## src/hdl/ast_pkg.sv

```systemverilog
package ast_pkg;

    typedef struct packed {
        logic [7:0] char_code;
        logic       end_of_input;
    } in_item_t;

    typedef struct packed {
        logic [4:0]  token_class;
        logic [31:0] token_code;
        logic [63:0] ident_text;
        logic [3:0]  ident_length;
        logic [15:0] line_number;
        logic [2:0]  error_kind;
        logic        last_of_run;
    } out_item_t;

    typedef enum logic [2:0] {
        MODE_IDLE    = 3'd0,
        MODE_IDENT   = 3'd1,
        MODE_NUMBER  = 3'd2,
        MODE_COMMENT = 3'd3,
        MODE_HALTED  = 3'd4
    } mode_t;

    localparam logic [4:0] CLS_EOI       = 5'd0;
    localparam logic [4:0] CLS_EOL       = 5'd1;
    localparam logic [4:0] CLS_NUMBER    = 5'd2;
    localparam logic [4:0] CLS_IDENT     = 5'd3;
    localparam logic [4:0] CLS_REGISTER  = 5'd4;
    localparam logic [4:0] CLS_INSTR     = 5'd5;
    localparam logic [4:0] CLS_DIRECTIVE = 5'd6;
    localparam logic [4:0] CLS_PUNCT     = 5'd11;
    localparam logic [4:0] CLS_ERROR     = 5'd19;

    localparam logic [2:0] ERR_NONE      = 3'd0;
    localparam logic [2:0] ERR_ILLEGAL   = 3'd1;
    localparam logic [2:0] ERR_NUM_CHAR  = 3'd2;
    localparam logic [2:0] ERR_HEX_ZERO  = 3'd3;
    localparam logic [2:0] ERR_DEC_HEX   = 3'd4;

    // token kind handed from front to back
    typedef enum logic [1:0] {
        KIND_PLAIN  = 2'd0,
        KIND_IDENT  = 2'd1
    } kind_t;

    // one raw token as queued between front and back
    typedef struct packed {
        kind_t       kind;
        logic [4:0]  token_class;
        logic [31:0] token_code;
        logic [63:0] ident_text;
        logic [3:0]  ident_length;
        logic [15:0] line_number;
        logic [2:0]  error_kind;
        logic        last_of_run;
    } raw_tok_t;

    localparam int REG_N   = 18;
    localparam int INSTR_N = 44;
    localparam int DIR_N   = 5;

    // names packed first char in low byte, with length
    function automatic logic [67:0] reg_name(input int i);
        logic [67:0] r;
        begin
            unique case (i)
                0:  r = {4'd1, 64'h41};
                1:  r = {4'd3, 64'h434341};
                2:  r = {4'd2, 64'h4241};
                3:  r = {4'd1, 64'h43};
                4:  r = {4'd2, 64'h5943};
                5:  r = {4'd4, 64'h52545044};
                6:  r = {4'd2, 64'h4350};
                7:  r = {4'd3, 64'h4C5044};
                8:  r = {4'd3, 64'h485044};
                9:  r = {4'd2, 64'h3052};
                10: r = {4'd2, 64'h3152};
                11: r = {4'd2, 64'h3252};
                12: r = {4'd2, 64'h3352};
                13: r = {4'd2, 64'h3452};
                14: r = {4'd2, 64'h3552};
                15: r = {4'd2, 64'h3652};
                16: r = {4'd2, 64'h3752};
                default: r = {4'd3, 64'h305241};
            endcase
            return r;
        end
    endfunction

    function automatic logic [67:0] instr_name(input int i);
        logic [67:0] r;
        begin
            unique case (i)
                0:  r = {4'd3, 64'h444441};
                1:  r = {4'd4, 64'h43444441};
                2:  r = {4'd3, 64'h4C4E41};
                3:  r = {4'd3, 64'h524C43};
                4:  r = {4'd3, 64'h4C5043};
                5:  r = {4'd3, 64'h434544};
                6:  r = {4'd3, 64'h434E49};
                7:  r = {4'd2, 64'h434A};
                8:  r = {4'd3, 64'h434E4A};
                9:  r = {4'd3, 64'h424E4A};
                10: r = {4'd3, 64'h5A4E4A};
                11: r = {4'd2, 64'h5A4A};
                12: r = {4'd5, 64'h4C4C41434C};
                13: r = {4'd4, 64'h504D4A4C};
                14: r = {4'd3, 64'h564F4D};
                15: r = {4'd4, 64'h58564F4D};
                16: r = {4'd3, 64'h4C524F};
                17: r = {4'd3, 64'h544552};
                18: r = {4'd4, 64'h42544553};
                19: r = {4'd4, 64'h42425553};
                20: r = {4'd3, 64'h484358};
                21: r = {4'd3, 64'h4C5258};
                22: r = {4'd3, 64'h4C554D};
                23: r = {4'd3, 64'h564944};
                24: r = {4'd3, 64'h414144};
                25: r = {4'd2, 64'h4C52};
                26: r = {4'd3, 64'h434C52};
                27: r = {4'd2, 64'h5252};
                28: r = {4'd3, 64'h435252};
                29: r = {4'd4, 64'h50415753};
                30: r = {4'd4, 64'h43564F4D};
                31: r = {4'd4, 64'h48535550};
                32: r = {4'd3, 64'h504F50};
                33: r = {4'd3, 64'h444858};
                34: r = {4'd5, 64'h4C4C414341};
                35: r = {4'd4, 64'h49544552};
                36: r = {4'd4, 64'h504D4A41};
                37: r = {4'd4, 64'h504D4A53};
                38: r = {4'd3, 64'h504D4A};
                39: r = {4'd2, 64'h424A};
                40: r = {4'd3, 64'h43424A};
                41: r = {4'd4, 64'h454E4A43};
                42: r = {4'd4, 64'h5A4E4A44};
                default: r = {4'd3, 64'h504F4E};
            endcase
            return r;
        end
    endfunction

    function automatic logic [67:0] dir_name(input int i);
        logic [67:0] r;
        begin
            unique case (i)
                0: r = {4'd3, 64'h555145};
                1: r = {4'd2, 64'h4244};
                2: r = {4'd3, 64'h444E45};
                3: r = {4'd3, 64'h47524F};
                default: r = {4'd4, 64'h41544144};
            endcase
            return r;
        end
    endfunction

endpackage

```

## src/hdl/ast_front.sv

```systemverilog
module ast_front #(
    parameter int IDENT_CHARS = 8
) (
    input  logic               clk,
    input  logic               rst_n,
    input  ast_pkg::in_item_t  in_data,
    input  logic               in_valid,
    output logic               in_stall,
    output ast_pkg::raw_tok_t  tok_a,
    output ast_pkg::raw_tok_t  tok_b,
    output logic [1:0]         tok_count,
    output logic               tok_push,
    input  logic               q_room
);
    import ast_pkg::*;

    mode_t       mode_reg, mode_next;
    logic [63:0] text_reg, text_next;
    logic [3:0]  count_reg, count_next;
    logic [31:0] dec_reg, dec_next;
    logic [31:0] hex_reg, hex_next;
    logic        sawhex_reg, sawhex_next;
    logic        fzero_reg, fzero_next;
    logic [15:0] line_reg, line_next;

    logic [7:0]  c;
    logic        eoi, alpha, digit, fire;
    logic [3:0]  dval;
    raw_tok_t    ta, tb;
    logic [1:0]  n;

    assign in_stall = !q_room;
    assign fire     = in_valid && q_room;

    // saturating add of a digit to a scaled value, shared by both radices
    function automatic logic [31:0] sat_mac(input logic [35:0] m, input logic [3:0] d);
        logic [36:0] s;
        begin
            s = {1'b0, m} + {33'd0, d};
            return (s > 37'hFFFFFFFF) ? 32'hFFFFFFFF : s[31:0];
        end
    endfunction

    function automatic raw_tok_t mk(input logic [4:0] cls, input logic [31:0] code,
                                    input logic [15:0] ln, input logic [2:0] err);
        raw_tok_t t;
        begin
            t = '0;
            t.kind = KIND_PLAIN;
            t.token_class = cls;
            t.token_code = code;
            t.line_number = ln;
            t.error_kind = err;
            return t;
        end
    endfunction

    // character classification and scanner step
    always_comb
    begin
        logic        do_idle;
        logic        halt;
        logic [35:0] dm;
        logic [35:0] hm;
        raw_tok_t    it;
        raw_tok_t    t0;
        c = in_data.char_code;
        if (c >= 8'h61 && c <= 8'h7A) c = c - 8'd32;
        eoi   = in_data.end_of_input;
        alpha = (c >= 8'h41 && c <= 8'h5A);
        digit = (c >= 8'h30 && c <= 8'h39);
        dval  = digit ? c[3:0] : (c[3:0] + 4'd9);
        dm    = {dec_reg, 3'b0} + {3'b0, dec_reg, 1'b0};
        hm    = {hex_reg, 4'b0};

        mode_next   = mode_reg;
        text_next   = text_reg;
        count_next  = count_reg;
        dec_next    = dec_reg;
        hex_next    = hex_reg;
        sawhex_next = sawhex_reg;
        fzero_next  = fzero_reg;
        line_next   = line_reg;
        do_idle     = 1'b0;
        halt        = 1'b0;
        n           = 2'd0;
        ta          = '0;
        tb          = '0;
        t0          = '0;

        it = '0;
        it.kind = KIND_IDENT;
        it.token_class = CLS_IDENT;
        it.ident_text = text_reg;
        it.ident_length = count_reg;
        it.line_number = line_reg;

        unique case (mode_reg)
            MODE_HALTED:
                halt = 1'b1;
            MODE_COMMENT:
            begin
                if (eoi)
                begin
                    t0 = mk(CLS_EOI, '0, line_reg, ERR_NONE);
                    n = 2'd1;
                    mode_next = MODE_IDLE;
                end
                else if (c == 8'h0A)
                begin
                    mode_next = MODE_IDLE;
                    do_idle = 1'b1;
                end
            end
            MODE_IDENT:
            begin
                if (!eoi && (alpha || digit || c == 8'h5F))
                begin
                    if (count_reg < 4'(IDENT_CHARS) && count_reg < 4'd8)
                    begin
                        text_next = text_reg | ({56'd0, c} << {count_reg[2:0], 3'b0});
                        count_next = count_reg + 4'd1;
                    end
                end
                else
                begin
                    t0 = it;
                    n = 2'd1;
                    mode_next = MODE_IDLE;
                    do_idle = 1'b1;
                end
            end
            MODE_NUMBER:
            begin
                if (!eoi && digit)
                begin
                    dec_next = sat_mac(dm, dval);
                    hex_next = sat_mac(hm, dval);
                end
                else if (!eoi && alpha)
                begin
                    if (c >= 8'h41 && c <= 8'h46)
                    begin
                        sawhex_next = 1'b1;
                        hex_next = sat_mac(hm, dval);
                    end
                    else if (c == 8'h48)
                    begin
                        n = 2'd1;
                        if (!fzero_reg)
                        begin
                            t0 = mk(CLS_ERROR, '0, line_reg, ERR_HEX_ZERO);
                            mode_next = MODE_HALTED;
                        end
                        else
                        begin
                            t0 = mk(CLS_NUMBER, hex_reg, line_reg, ERR_NONE);
                            mode_next = MODE_IDLE;
                        end
                    end
                    else
                    begin
                        t0 = mk(CLS_ERROR, '0, line_reg, ERR_NUM_CHAR);
                        n = 2'd1;
                        mode_next = MODE_HALTED;
                    end
                end
                else if (sawhex_reg)
                begin
                    t0 = mk(CLS_ERROR, '0, line_reg, ERR_DEC_HEX);
                    n = 2'd1;
                    mode_next = MODE_HALTED;
                end
                else
                begin
                    t0 = mk(CLS_NUMBER, dec_reg, line_reg, ERR_NONE);
                    n = 2'd1;
                    mode_next = MODE_IDLE;
                    do_idle = 1'b1;
                end
            end
            default:
            begin
                mode_next = MODE_IDLE;
                do_idle = 1'b1;
            end
        endcase

        ta = t0;
        // character handling between tokens
        if (do_idle)
        begin
            raw_tok_t ti;
            logic     emit;
            ti = '0;
            emit = 1'b0;
            if (eoi)
            begin
                ti = mk(CLS_EOI, '0, line_reg, ERR_NONE);
                emit = 1'b1;
            end
            else if (c == 8'h20 || c == 8'h09 || c == 8'h0D)
                emit = 1'b0;
            else if (c == 8'h0A)
            begin
                ti = mk(CLS_EOL, '0, line_reg, ERR_NONE);
                emit = 1'b1;
                if (line_reg != 16'hFFFF) line_next = line_reg + 16'd1;
            end
            else if (c == 8'h3B)
                mode_next = MODE_COMMENT;
            else if (c == 8'h2C || c == 8'h23 || c == 8'h3A || c == 8'h2E ||
                     c == 8'h40 || c == 8'h24 || c == 8'h2B || c == 8'h2F)
            begin
                unique case (c)
                    8'h2C: ti = mk(CLS_PUNCT,        '0, line_reg, ERR_NONE);
                    8'h23: ti = mk(CLS_PUNCT + 5'd1, '0, line_reg, ERR_NONE);
                    8'h3A: ti = mk(CLS_PUNCT + 5'd2, '0, line_reg, ERR_NONE);
                    8'h2E: ti = mk(CLS_PUNCT + 5'd3, '0, line_reg, ERR_NONE);
                    8'h40: ti = mk(CLS_PUNCT + 5'd4, '0, line_reg, ERR_NONE);
                    8'h24: ti = mk(CLS_PUNCT + 5'd5, '0, line_reg, ERR_NONE);
                    8'h2B: ti = mk(CLS_PUNCT + 5'd6, '0, line_reg, ERR_NONE);
                    default: ti = mk(CLS_PUNCT + 5'd7, '0, line_reg, ERR_NONE);
                endcase
                emit = 1'b1;
            end
            else if (c == 8'h5F || alpha)
            begin
                text_next = {56'd0, c};
                count_next = 4'd1;
                mode_next = MODE_IDENT;
            end
            else if (digit)
            begin
                dec_next = {28'd0, c[3:0]};
                hex_next = {28'd0, c[3:0]};
                sawhex_next = 1'b0;
                fzero_next = (c == 8'h30);
                mode_next = MODE_NUMBER;
            end
            else
            begin
                ti = mk(CLS_ERROR, '0, line_reg, ERR_ILLEGAL);
                emit = 1'b1;
                mode_next = MODE_HALTED;
            end
            if (emit)
            begin
                if (n == 2'd0) ta = ti;
                else tb = ti;
                n = n + 2'd1;
            end
        end

        if (n == 2'd1) ta.last_of_run = 1'b1;
        if (n == 2'd2) tb.last_of_run = 1'b1;
        if (halt) n = 2'd0;
    end

    assign tok_a     = ta;
    assign tok_b     = tb;
    assign tok_count = n;
    assign tok_push  = fire && (n != 2'd0);

    // scanner state
    always_ff @(posedge clk or negedge rst_n)
    begin
        if (!rst_n)
        begin
            mode_reg   <= MODE_IDLE;
            text_reg   <= '0;
            count_reg  <= '0;
            dec_reg    <= '0;
            hex_reg    <= '0;
            sawhex_reg <= 1'b0;
            fzero_reg  <= 1'b0;
            line_reg   <= 16'd1;
        end
        else if (fire)
        begin
            mode_reg   <= mode_next;
            text_reg   <= text_next;
            count_reg  <= count_next;
            dec_reg    <= dec_next;
            hex_reg    <= hex_next;
            sawhex_reg <= sawhex_next;
            fzero_reg  <= fzero_next;
            line_reg   <= line_next;
        end
    end

endmodule

```

## src/hdl/ast_queue.sv

```systemverilog
module ast_queue (
    input  logic              clk,
    input  logic              rst_n,
    input  ast_pkg::raw_tok_t push_a,
    input  ast_pkg::raw_tok_t push_b,
    input  logic [1:0]        push_count,
    input  logic              push,
    output logic              room,
    output ast_pkg::raw_tok_t head,
    output logic              head_valid,
    input  logic              pop
);
    import ast_pkg::*;

    raw_tok_t   slot_reg [4];
    logic [1:0] rd_reg, wr_reg;
    logic [2:0] fill_reg;
    logic [2:0] fill_next;

    // two free slots always take a full pair
    assign room       = (fill_reg <= 3'd2);
    assign head       = slot_reg[rd_reg];
    assign head_valid = (fill_reg != 3'd0);

    always_comb
    begin
        fill_next = fill_reg;
        if (push) fill_next = fill_next + {1'b0, push_count};
        if (pop)  fill_next = fill_next - 3'd1;
    end

    // ring pointers
    always_ff @(posedge clk or negedge rst_n)
    begin
        if (!rst_n)
        begin
            rd_reg   <= '0;
            wr_reg   <= '0;
            fill_reg <= '0;
        end
        else
        begin
            if (push) wr_reg <= wr_reg + push_count;
            if (pop)  rd_reg <= rd_reg + 2'd1;
            fill_reg <= fill_next;
        end
    end

    // slot writes
    always_ff @(posedge clk)
    begin
        if (push)
        begin
            slot_reg[wr_reg] <= push_a;
            if (push_count == 2'd2) slot_reg[wr_reg + 2'd1] <= push_b;
        end
    end

endmodule

```

## src/hdl/ast_back.sv

```systemverilog
module ast_back (
    input  logic                clk,
    input  logic                rst_n,
    input  ast_pkg::raw_tok_t   head,
    input  logic                head_valid,
    output logic                pop,
    output ast_pkg::out_item_t  out_data,
    output logic                out_valid,
    input  logic                out_stall
);
    import ast_pkg::*;

    out_item_t res_reg;
    logic      valid_reg;
    logic      load;
    logic [4:0]  cls;
    logic [31:0] code;

    // keyword lookup over the fixed tables
    always_comb
    begin
        logic [67:0] key;
        logic        found;
        key = {head.ident_length, head.ident_text};
        cls = head.token_class;
        code = head.token_code;
        found = 1'b0;
        if (head.kind == KIND_IDENT)
        begin
            for (int i = 0; i < REG_N; i++)
                if (!found && key == reg_name(i))
                begin
                    cls = CLS_REGISTER;
                    code = 32'(i);
                    found = 1'b1;
                end
            for (int i = 0; i < INSTR_N; i++)
                if (!found && key == instr_name(i))
                begin
                    cls = CLS_INSTR;
                    code = 32'(i);
                    found = 1'b1;
                end
            for (int i = 0; i < DIR_N; i++)
                if (!found && key == dir_name(i))
                begin
                    cls = CLS_DIRECTIVE + 5'(i);
                    code = '0;
                    found = 1'b1;
                end
        end
    end

    assign load = head_valid && (!valid_reg || !out_stall);
    assign pop  = load;

    always_ff @(posedge clk or negedge rst_n)
    begin
        if (!rst_n)
            valid_reg <= 1'b0;
        else if (load)
            valid_reg <= 1'b1;
        else if (!out_stall)
            valid_reg <= 1'b0;
    end

    // output register
    always_ff @(posedge clk)
    begin
        if (load)
        begin
            res_reg.token_class  <= cls;
            res_reg.token_code   <= code;
            res_reg.ident_text   <= head.ident_text;
            res_reg.ident_length <= head.ident_length;
            res_reg.line_number  <= head.line_number;
            res_reg.error_kind   <= head.error_kind;
            res_reg.last_of_run  <= head.last_of_run;
        end
    end

    assign out_data  = res_reg;
    assign out_valid = valid_reg;

endmodule

```

## src/hdl/assembly_source_tokenizer.sv

```systemverilog
// channel   dir  handshake          payload
// in        in   in_valid/in_stall  in_item_t (char_code, end_of_input)
// out       out  out_valid/out_stall out_item_t (one token)
//
// one character per cycle unless stalled; a character gives zero, one or two tokens
// tokens pass a four-slot queue, then a table lookup and the output register
// a pair of tokens leaves the output one token at a time; the queue absorbs it
// input stalls while fewer than two slots are free
// reset clears scanner, queue and output valid; line count starts at one
module assembly_source_tokenizer #(
    parameter int IDENT_CHARS = 8
) (
    input  logic                clk,
    input  logic                rst_n,
    input  ast_pkg::in_item_t   in_data,
    input  logic                in_valid,
    output logic                in_stall,
    output ast_pkg::out_item_t  out_data,
    output logic                out_valid,
    input  logic                out_stall
);
    import ast_pkg::*;

    raw_tok_t   tok_a, tok_b, head;
    logic [1:0] tok_count;
    logic       tok_push, q_room, head_valid, pop;

    ast_front #(.IDENT_CHARS(IDENT_CHARS)) u_front (
        .clk(clk), .rst_n(rst_n), .in_data(in_data), .in_valid(in_valid),
        .in_stall(in_stall), .tok_a(tok_a), .tok_b(tok_b), .tok_count(tok_count),
        .tok_push(tok_push), .q_room(q_room)
    );

    ast_queue u_queue (
        .clk(clk), .rst_n(rst_n), .push_a(tok_a), .push_b(tok_b),
        .push_count(tok_count), .push(tok_push), .room(q_room), .head(head),
        .head_valid(head_valid), .pop(pop)
    );

    ast_back u_back (
        .clk(clk), .rst_n(rst_n), .head(head), .head_valid(head_valid), .pop(pop),
        .out_data(out_data), .out_valid(out_valid), .out_stall(out_stall)
    );

    a_push_room: assert property (@(posedge clk) disable iff (!rst_n)
        tok_push |-> q_room) else $error("push without room");

    a_pop_valid: assert property (@(posedge clk) disable iff (!rst_n)
        pop |-> head_valid) else $error("pop from empty queue");

    a_err_class: assert property (@(posedge clk) disable iff (!rst_n)
        out_valid && out_data.error_kind != ERR_NONE |-> out_data.token_class == CLS_ERROR)
        else $error("error kind on non-error token");

endmodule
```

## config.mk

```make
export PLATFORM = sky130hd
export DESIGN_NAME = assembly_source_tokenizer
export DESIGN_NICKNAME = d
export VERILOG_FILES = /design/src/hdl/ast_pkg.sv /design/src/hdl/ast_front.sv /design/src/hdl/ast_queue.sv /design/src/hdl/ast_back.sv /design/src/hdl/assembly_source_tokenizer.sv
export SDC_FILE = /design/constraint.sdc
export NUM_CORES = 2
export LEC_CHECK = 0
export BUFFER_PORTS_ARGS = -buffer_cell sky130_fd_sc_hd__clkbuf_2
export CORE_MARGIN = 4
export CORE_UTILIZATION = 29
export DETAILED_ROUTE_END_ITERATION = 10
export PLACE_DENSITY = 0.56
export RECOVER_POWER = 100
export SLEW_MARGIN = 25
export SYNTH_ARGS = -nofsm -noshare
export SYNTH_HDL_FRONTEND = slang
export SYNTH_SLANG_ARGS = --single-unit
```

## constraint.sdc

```tcl
create_clock -name clk -period 8.1 [get_ports clk]
set_input_delay 0.81 -clock clk [delete_from_list [all_inputs] [get_ports clk]]
set_output_delay 0.81 -clock clk [all_outputs]
set_load 0.02 [all_outputs]
```

==> impl_metrics.sql <==
INSERT INTO impl_metrics (metric_group, metric, value, unit) VALUES
('clock_network', 'cts_hold_buffers', '0', ''),
('cells_and_area', 'largest_register_ff_count', '504', ''),
('global_route', 'grt_pass1_wl', '184000', 'um'),
('clock_network', 'postCtsSetupRepairBufs', '0', ''),
('drt', 'drt.antenna.violating_nets', '0', ''),
('clock_network', 'cts-buffers-inserted', '86', ''),
('clock_network', 'clkLatencyLatePin', '0.69', 'ns'),
('global_route', 'grt_util_met3', '3.05', '%'),
('logic_synthesis', 'asyncSetResetFlopFracSynth', '20.4', '%'),
('cells_and_area', 'layout.nets', '3734', ''),
('die', 'design.portCount', '140', ''),
('critical_path', 'timing.critical_path.slowest_cell_delay', '1.20', 'ns'),
('power', 'total_leakage_power', '15.6', 'nW'),
('sta', 'grt_setup_unrepaired', 'false', ''),
('sta', 'final.setup_skew', '0.0313', 'ns'),
('clock_network', 'clkTransAtPathRegs', '0.06', 'ns'),
('global_route', 'first_global_vias', '28600', ''),
('critical_path', 'end_kind', 'register', ''),
('cells_and_area', 'postLayoutCellArea', '0.0422', 'mm^2'),
('die', 'die_h', '366', 'um'),
('power', 'total_switching_power', '4.59', 'mW'),
('critical_path', 'arrival', '7.77', 'ns'),
('global_route', 'global_route.overflow_total', '0', ''),
('logic_synthesis', 'seq_area_frac_synth', '50.4', '%'),
('global_route', 'globalRoute.busiestLayer', 'met2', ''),
('die', 'rows', '131', ''),
('logic_synthesis', 'netlist_instances', '3608', ''),
('drt', 'post-route-drc-count', '0', ''),
('sta', 'report.final.slew_viol_count', '707', ''),
('drt', 'drt_iter0_markers', '3107', ''),
('sta', 'worst_slew_margin', '-202', '%'),
('clock_network', 'post_cts_resized', '0', ''),
('critical_path', 'critical_path.max_fanout', '35', ''),
('power', 'power.ir.vdd_worst', '0.185', 'mV'),
('flow_run', 'max_cap_violations', '13', ''),
('critical_path', 'cp_slowest_cell', 'sky130_fd_sc_hd__or4_1', ''),
('sta', 'setup_violations', '0', ''),
('power', 'power.total', '13.2', 'mW'),
('outcome', 'violations', 'capacitance limit, slew limit', ''),
('drt', 'first_pass_iters', '6', ''),
('critical_path', 'critical_path.startpoint_type', 'input port', ''),
('power', 'power_per_cell_area', '312', 'mW/mm^2'),
('drt', 'dr_total_vias', '29800', ''),
('critical_path', 'worst_path_dominant_cell_family', 'simple AND/OR/NAND/NOR gates', ''),
('die', 'core_region_area', '0.128', 'mm^2'),
('clock_network', 'root_buffer', 'sky130_fd_sc_hd__clkbuf_16', ''),
('power', 'seq_power_share', '40.8', '%'),
('power', 'p_comb_share', '28.6', '%'),
('cells_and_area', 'drive_above_1_share', '10.6', '%'),
('sta', 'final_total_negative_setup_slack', '0', 'ns'),
('critical_path', 'worst_setup_path_type', 'in2reg', ''),
('placed_design', 'placement.setup.worst_slack', '0.739', 'ns'),
('critical_path', 'crit_start', 'in_data[1]', ''),
('drt', 'routed_wire_length_per_instance', '22.8', 'um'),
('logic_synthesis', 'synthesis.yosys.warnings', '0', ''),
('logic_synthesis', 'total_of_flip_flops_plus_latches_after_synthesis', '790', ''),
('outcome', 'run_status', 'finished with violations', ''),
('drt', 'sum_of_routed_wire_length_over_all_layers', '123000', 'um'),
('global_route', 'grt_antenna_before_repair', '10', ''),
('clock_network', 'numClockSinks', '790', ''),
('die', 'floorplan.initialDensity', '29.2', '%'),
('placed_design', 'dp.final_hpwl', '77600', 'um'),
('global_route', 'grt_util_met2', '27.1', '%'),
('global_route', 'grt_start_max_net_pins', '137', ''),
('global_route', 'grt_use_met1', '24.6', '%'),
('placed_design', 'number_of_buffer_cells_added_on_primary_ports', '139', ''),
('cells_and_area', 'post_layout_util', '33.1', '%'),
('placed_design', 'dpl-instance-area', '0.0397', 'mm^2'),
('clock_network', 'cts_tree', 'yes', ''),
('power', 'clock_power_share', '30.6', '%'),
('sta', 'finalHoldViolations', '0', '');
## worst register-to-register path, stage by stage (launching register included)
cell and delay [ns]:
sky130_fd_sc_hd__dfrtp_1 1.63, sky130_fd_sc_hd__buf_12 0.42, sky130_fd_sc_hd__mux4_1 0.90, sky130_fd_sc_hd__or4_1 0.61, sky130_fd_sc_hd__or3_1 0.51, sky130_fd_sc_hd__nor3_1 0.25, sky130_fd_sc_hd__buf_4 0.22, sky130_fd_sc_hd__nand2_1 0.29
sky130_fd_sc_hd__nor2_1 0.65, sky130_fd_sc_hd__nor3_1 0.19, sky130_fd_sc_hd__o2111ai_1 0.28, sky130_fd_sc_hd__nor2_4 0.09, sky130_fd_sc_hd__a21oi_4 0.29, sky130_fd_sc_hd__buf_4 0.39, sky130_fd_sc_hd__nor2b_1 0.13
## kinds of logic after synthesis
family / synth area share [%]
XOR/XNOR: 1.06
flip-flops: 50.4
adder cells (fa/ha/maj): 2.71
multiplexers: 7.88
buffers and inverters: 3.63
AND/OR/NAND/NOR: 17.4
AO/OA/AOI/OAI: 16.9
## cells in the final DEF (no fill, tap or decap), types with 73 or more instances in the layout
cell type / Yosys / routed
sky130_fd_sc_hd__dfxtp_1: 412 / 412
sky130_fd_sc_hd__a21oi_1: 391 / 389
sky130_fd_sc_hd__nand2_1: 349 / 349
sky130_fd_sc_hd__nor2_1: 298 / 294
sky130_fd_sc_hd__edfxtp_1: 217 / 217
sky130_fd_sc_hd__nand3_1: 206 / 206
sky130_fd_sc_hd__clkbuf_1: 200 / 167
sky130_fd_sc_hd__dfrtp_1: 160 / 159
sky130_fd_sc_hd__a32o_1: 137 / 137
sky130_fd_sc_hd__o21ai_0: 130 / 129
sky130_fd_sc_hd__mux4_2: 114 / 114
sky130_fd_sc_hd__clkbuf_16: 0 / 91
sky130_fd_sc_hd__nor3_1: 79 / 78
sky130_fd_sc_hd__ha_1: 76 / 76
sky130_fd_sc_hd__a211oi_1: 73 / 73
## Yosys cell counts, drive strengths merged, types with 6 or more instances
cell type | n | area [um^2]
nor4 | 40 | 318
nor3 | 84 | 445
a21o | 21 | 158
o21ai | 140 | 708
ha | 76 | 951
clkbuf | 200 | 751
a22o | 6 | 52.6
a32o | 137 | 1370
or4b | 7 | 70.1
a2111oi | 6 | 65.1
or4 | 16 | 131
o21bai | 6 | 45.0
or2 | 13 | 81.3
and3 | 25 | 156
xor2 | 13 | 114
buf | 65 | 425
o31ai | 8 | 60.1
o22ai | 24 | 156
nand3 | 207 | 1040
dfxtp | 412 | 8250
a21oi | 392 | 1970
nand4 | 40 | 250
a22oi | 40 | 300
nor2b | 72 | 505
nand4b | 8 | 76.3
dfrtp | 160 | 4000
nand2b | 25 | 156
o21a | 20 | 150
a211o | 6 | 52.6
mux4 | 124 | 2830
o2111ai | 7 | 73.8
and4 | 8 | 70.1
or3 | 15 | 93.8
mux2i | 6 | 60.1
a211oi | 73 | 548
and2 | 58 | 363
o211ai | 10 | 75.1
nor2 | 302 | 1150
xnor2 | 32 | 280
edfxtp | 217 | 6520
a31oi | 11 | 68.8
inv | 45 | 169
nand2 | 349 | 1310
nor4b | 11 | 124
## area by class of cell
type | instances | area (um^2) | share of cell area, %
flip-flops and latches | 790 | 18800 | 44.6
multi-input cells | 2506 | 17100 | 40.6
clock buffers | 135 | 2600 | 6.17
well taps | 1662 | 2080 | 4.93
repair buffers | 211 | 1080 | 2.57
clock inverters | 23 | 292 | 0.691
inverters | 47 | 176 | 0.418
diodes | 5 | 12.5 | 0.0297
## layer usage
metal  vias to the layer above  wire [um]
li1                      13600          -
met1                     14800      54800
met2                      1140      54800
met3                       235       8470
met4                         4       4470
met5                         -         27
## power groups by stage
stage	Sequential [mW]	Clock (mW)	Combinational, mW
final	5.37	4.02	3.77
after global routing	5.46	4.27	4.07
after floorplan	5.55	0	2.52
after CTS	5.36	4.12	3.88
after global placement	5.42	0	3.84
after detailed placement	5.44	0	3.87
## final timing paths
kind	end	cells after the start	slack, ns
worst min-delay path	u_back.out_valid	3	0.38
worst max-delay path	u_queue.slot_reg[3][6]	18	0.87
min in group asynchronous	u_front.hex_reg[25]	1	1.78
worst min register to register	u_queue.slot_reg[3][43]	2	0.45
worst max register to register	u_back.out_data[116]	14	0.97
max in group asynchronous	u_front.text_reg[11]	2	2.42
Power figures use the tool's default switching activity.
